===== src/rtl/krt_pkg.sv =====
// ----------------------------------------------------------------------------
// krt_pkg
// Shared types and codes of the keyed record table: operation and status
// codes, the command that travels from the front to the back, and the result.
// ----------------------------------------------------------------------------
package krt_pkg;

    localparam int KEY_W     = 32;
    localparam int VALUE_W   = 16;
    localparam int OP_W      = 2;
    localparam int STATUS_W  = 3;
    localparam int CNT_OUT_W = 7;

    // packed stream widths, padded to whole bytes
    localparam int IN_FIELDS_W  = OP_W + KEY_W + VALUE_W;
    localparam int IN_DATA_W    = ((IN_FIELDS_W + 7) / 8) * 8;
    localparam int OUT_FIELDS_W = STATUS_W + KEY_W + VALUE_W + CNT_OUT_W;
    localparam int OUT_DATA_W   = ((OUT_FIELDS_W + 7) / 8) * 8;

    typedef enum logic [OP_W-1:0] {
        OP_ADD    = 2'd0,
        OP_SEARCH = 2'd1,
        OP_DELETE = 2'd2,
        OP_DUMP   = 2'd3
    } t_op;

    typedef enum logic [STATUS_W-1:0] {
        ST_ADDED     = 3'd0,
        ST_FULL      = 3'd1,
        ST_FOUND     = 3'd2,
        ST_NOT_FOUND = 3'd3,
        ST_DELETED   = 3'd4,
        ST_EMPTY     = 3'd5,
        ST_DUMP      = 3'd6
    } t_status;

    typedef struct packed {
        t_op                op;
        logic [KEY_W-1:0]   key;
        logic [VALUE_W-1:0] value;
    } t_cmd;

    typedef struct packed {
        t_status              status;
        logic [KEY_W-1:0]     key_out;
        logic [VALUE_W-1:0]   value_out;
        logic [CNT_OUT_W-1:0] entry_count_out;
        logic                 last;
    } t_res;

endpackage


===== src/rtl/krt_front.sv =====
// ----------------------------------------------------------------------------
// krt_front
// Accepts input transfers, decodes the operation and holds the commands in a
// two-entry queue that the back end drains at its own pace.
// ----------------------------------------------------------------------------
module krt_front import krt_pkg::*; (
    input  logic                 i_clk,
    input  logic                 i_rst_n,
    input  logic                 i_s_tvalid,
    output logic                 o_s_tready,
    input  logic [IN_DATA_W-1:0] i_s_tdata,   // op, key, value (low bit first)
    output logic                 o_cmd_valid,
    output t_cmd                 o_cmd,
    input  logic                 i_cmd_pop
);

    t_cmd       r_queue [2];
    logic       r_wr_ptr, n_wr_ptr;
    logic       r_rd_ptr, n_rd_ptr;
    logic [1:0] r_fill,   n_fill;
    logic       push;
    logic       pop;
    t_cmd       in_cmd;

    // field unpacking and operation decode
    always_comb begin
        in_cmd.op    = t_op'(i_s_tdata[OP_W-1:0]);
        in_cmd.key   = i_s_tdata[OP_W +: KEY_W];
        in_cmd.value = i_s_tdata[OP_W+KEY_W +: VALUE_W];
    end

    assign o_s_tready  = (r_fill != 2'd2);
    assign push        = i_s_tvalid && o_s_tready;
    assign o_cmd_valid = (r_fill != 2'd0);
    assign pop         = i_cmd_pop && o_cmd_valid;
    assign o_cmd       = r_queue[r_rd_ptr];

    // queue pointers and fill level
    always_comb begin
        n_wr_ptr = r_wr_ptr ^ push;
        n_rd_ptr = r_rd_ptr ^ pop;
        n_fill   = r_fill + {1'b0, push} - {1'b0, pop};
    end

    always_ff @(posedge i_clk) begin
        if (!i_rst_n) begin
            r_wr_ptr <= 1'b0;
            r_rd_ptr <= 1'b0;
            r_fill   <= 2'd0;
        end else begin
            r_wr_ptr <= n_wr_ptr;
            r_rd_ptr <= n_rd_ptr;
            r_fill   <= n_fill;
        end
    end

    // queue storage
    always_ff @(posedge i_clk) begin
        if (push) begin
            r_queue[r_wr_ptr] <= in_cmd;
        end
    end

endmodule


===== config.mk =====
export PLATFORM = sky130hd
export DESIGN_NAME = krt_front
export DESIGN_NICKNAME = d
export VERILOG_FILES = /design/src/rtl/krt_pkg.sv /design/src/rtl/krt_front.sv
export SDC_FILE = /design/constraint.sdc
export NUM_CORES = 1
export LEC_CHECK = 0
export ABC_CLOCK_PERIOD_IN_PS = 3000
export BUFFER_PORTS_ARGS = -buffer_cell sky130_fd_sc_hd__buf_2
export CORE_UTILIZATION = 30
export DETAILED_ROUTE_END_ITERATION = 10
export PLACE_DENSITY = 0.54
export SLEW_MARGIN = 20
export SYNTH_ARGS = -nofsm -noshare
export SYNTH_HDL_FRONTEND = slang
export SYNTH_SLANG_ARGS = --single-unit

===== constraint.sdc =====
create_clock -name i_clk -period 3 [get_ports i_clk]
set_clock_uncertainty 0.2 [all_clocks]
set_input_delay 0.15 -clock i_clk [delete_from_list [all_inputs] [get_ports i_clk]]
set_output_delay 0.15 -clock i_clk [all_outputs]
set_load 0.02 [all_outputs]

==> results.json <==
{
  "status": "finished, final reports clean",
  "r2r_cells": 4,
  "reg2reg_to": "r_queue[0][37]",
  "holdPathEnd": "r_fill[1]",
  "dpl_cell_area_sq_um": 4630,
  "p_switching_uw": 1120,
  "hold_violations": 0,
  "grt.total_usage_pct": 11.2,
  "cts_tree": "built",
  "die_w_um": 116,
  "power_density_nw_per_um2": 762,
  "syn-num-nets": 247,
  "die_h_um": 116,
  "final_cell_mix": "buf_2 (105), edfxtp_1 (100), dlygate4sd3_1 (52)",
  "num-nets-final": 415,
  "async_reset_ff_share_pct": 0,
  "pin_count": 112,
  "min_period_ps": 2100,
  "post_cts_buffers": 0,
  "synth.distinct_cells": 23,
  "min_period_over_period_pct": 69.8,
  "r2r_setup_slack_ps": 1160,
  "fin_area_sq_um": 5490,
  "whs_path_depth": 4,
  "drive_gt1_share_pct": 48.9,
  "cts_resized": 0,
  "grt_pass1_vias": 2307,
  "avgViaCountPerCell": 4.17,
  "firstDrtPassIters": 4,
  "cts_buffers": 9,
  "yosys_warnings": 0,
  "start_util_pct": 30.8,
  "drv_slew": 0,
  "dr.first_iter.drc_count": 51,
  "yosys-top-cells-area": "edfxtp_1 (77%), mux2_2 (13%), dfxtp_1 (2.6%), buf_6 (1.4%), mux2_1 (1.2%)",
  "row_count": 41,
  "clk_pin_slew_ps": 60,
  "cp_data_arrival_time_ps": 1750,
  "grt_max_degree": 29,
  "core_area_sq_um": 12600,
  "drc": 0,
  "ys_seq_area_share_pct": 79.7,
  "clockBufferDepth": 2,
  "setup.worst_path.end_class": "output port",
  "max_freq_mhz": 477,
  "grt_pass1_wl_um": 10700,
  "netlist.area_leader.share_pct": 77.2,
  "power_frac_comb_pct": 23.8,
  "vdd_drop_max_v": 0.000313,
  "antenna_cells": 0,
  "syn2layout_area_growth_pct": 41.1,
  "critPathLaunchType": "register",
  "min_from": "i_s_tvalid",
  "synth_top_cell_by_area": "edfxtp_1",
  "maxCapViolCount": 0,
  "nFillCells": 1174,
  "dp_slack_ps": 1150,
  "r2r_start": "r_fill[0]",
  "tns_ps": 0,
  "crit_required_ps": 2650,
  "grt_overflow_total": 0,
  "rsz0062_at_grt": "no",
  "synth_seq_cells": 105,
  "leakagePower_uw": 0.00206,
  "tightest_slew_ps": 416,
  "p_int_uw": 3070,
  "synth_edf_count": 100,
  "avgSynthCellArea_sq_um": 21.0,
  "synthFlopType": "edfxtp_1",
  "crit_fanout": 15,
  "wire_per_inst_um": 13.2,
  "clock_sinks": 105,
  "ant_nets": 0,
  "setup_viol": 0,
  "die-area_sq_um": 13400,
  "antenna_found_initial": 0,
  "clock_latency_ps": 340,
  "cts-root-buf": "clkbuf_16",
  "cts_htree_levels": 3,
  "hold_class": "in -> reg",
  "num_vias": 2208,
  "pwr-share-seq_pct": 45.0,
  "setup_ws_ps": 905,
  "critPathKind": "reg -> out",
  "relSlewSlack_pct": 72.2,
  "wl_um": 7020,
  "postSynthCellCount": 185,
  "syn-cell-area_sq_um": 3890,
  "gp_congestion": 0.641,
  "io_buffer_count": 105,
  "power_frac_clock_pct": 31.1,
  "switching_share_pct": 26.7,
  "final_common_cell": "buf_2"
}
[cells in the mapped netlist (2+ instances only)]
cell type / instances
edfxtp_1: 100
mux2_2: 46
buf_6: 5
dfxtp_1: 5
and2_1: 4
mux2_1: 4
ha_1: 2
nor2_1: 2
nor2b_1: 2
o21ai_0: 2
[final cells by class]
| class | count | area [sq um] | share of cell area (%) |
|---|---|---|---|
| Clock inverter | 6 | 106 | 1.94 |
| Clock buffer | 10 | 229 | 4.17 |
| Timing Repair Buffer | 163 | 1100 | 20.1 |
| Sequential cell | 105 | 3100 | 56.6 |
| Tap cell | 172 | 215 | 3.92 |
| Multi-Input combinational cell | 73 | 727 | 13.2 |
| Inverter | 1 | 3.75 | 0.0684 |
[sequential cells by signal, indices dropped and copies added (netlist names), named ones only]
name / count
r_queue: 100
r_fill: 2
r_rd_ptr: 1
r_wr_ptr: 1
[critical path, cell delays in order, from the launching register on]
cell and delay (ps):
dfxtp_2 550, buf_4 320, mux2_2 360, buf_2 160
[worst max-delay path by stage]
| stage | startpoint | to | slack (ps) | cells past startpoint |
|---|---|---|---|---|
| floorplan | r_fill[0] | r_queue[0][0] | 320 | 3 |
| global placement | r_fill[0] | r_queue[0][35] | 1170 | 4 |
| detailed placement | r_fill[0] | r_queue[0][36] | 1150 | 4 |
| CTS | register | o_cmd[32] | 850 | 3 |
| global route | register | o_cmd[36] | 790 | 3 |
| finish | register | o_cmd[29] | 900 | 3 |
[timing repair]
item / in CTS / in global routing
hold buffers: 52 / 0
endpoints found under the hold margin: 105 / 0
endpoints found under the setup margin: 0 / 0
[cells by family after synthesis]
kind of cell,after synthesis,synth area share (%)
DFF,105,79.7
muxes,51,14.7
and+or+nand+nor,14,2.06
buffers and inverters,7,1.67
AOI/OAI and AO/OA,5,0.933
adders and majority gates,2,0.643
xor gates and xnor gates,1,0.225
[metrics by stage]
step                      hold slack [ps]  total power [uW]  instances  util, %
after floorplan                      48.9              2580        185        -
after global placement                139              2870        462     36.7
after detailed placement              142              2880        462     36.7
after CTS                            64.9              4250        530     43.5
after global routing                  101              4390        530     43.5
final                                89.7              4180        530     43.5
[power by group through the flow]
stage               logic, uW  registers [uW]  clock network, uW
floorplan                 698            1890                  0
global placement          961            1910                  0
detailed placement        962            1920                  0
CTS                      1020            1890               1350
global route             1080            1910               1400
finish                    997            1880               1300
[layer usage]
metal,vias to the layer above,track usage [%],part of all wire (%)
met2,67,19.2,51
met4,0,6.67,2.2
li1,1059,-,-
met1,1071,11.8,41
met3,11,3.87,5.7
met5,-,0,0
(Power assumes the default switching activity.)
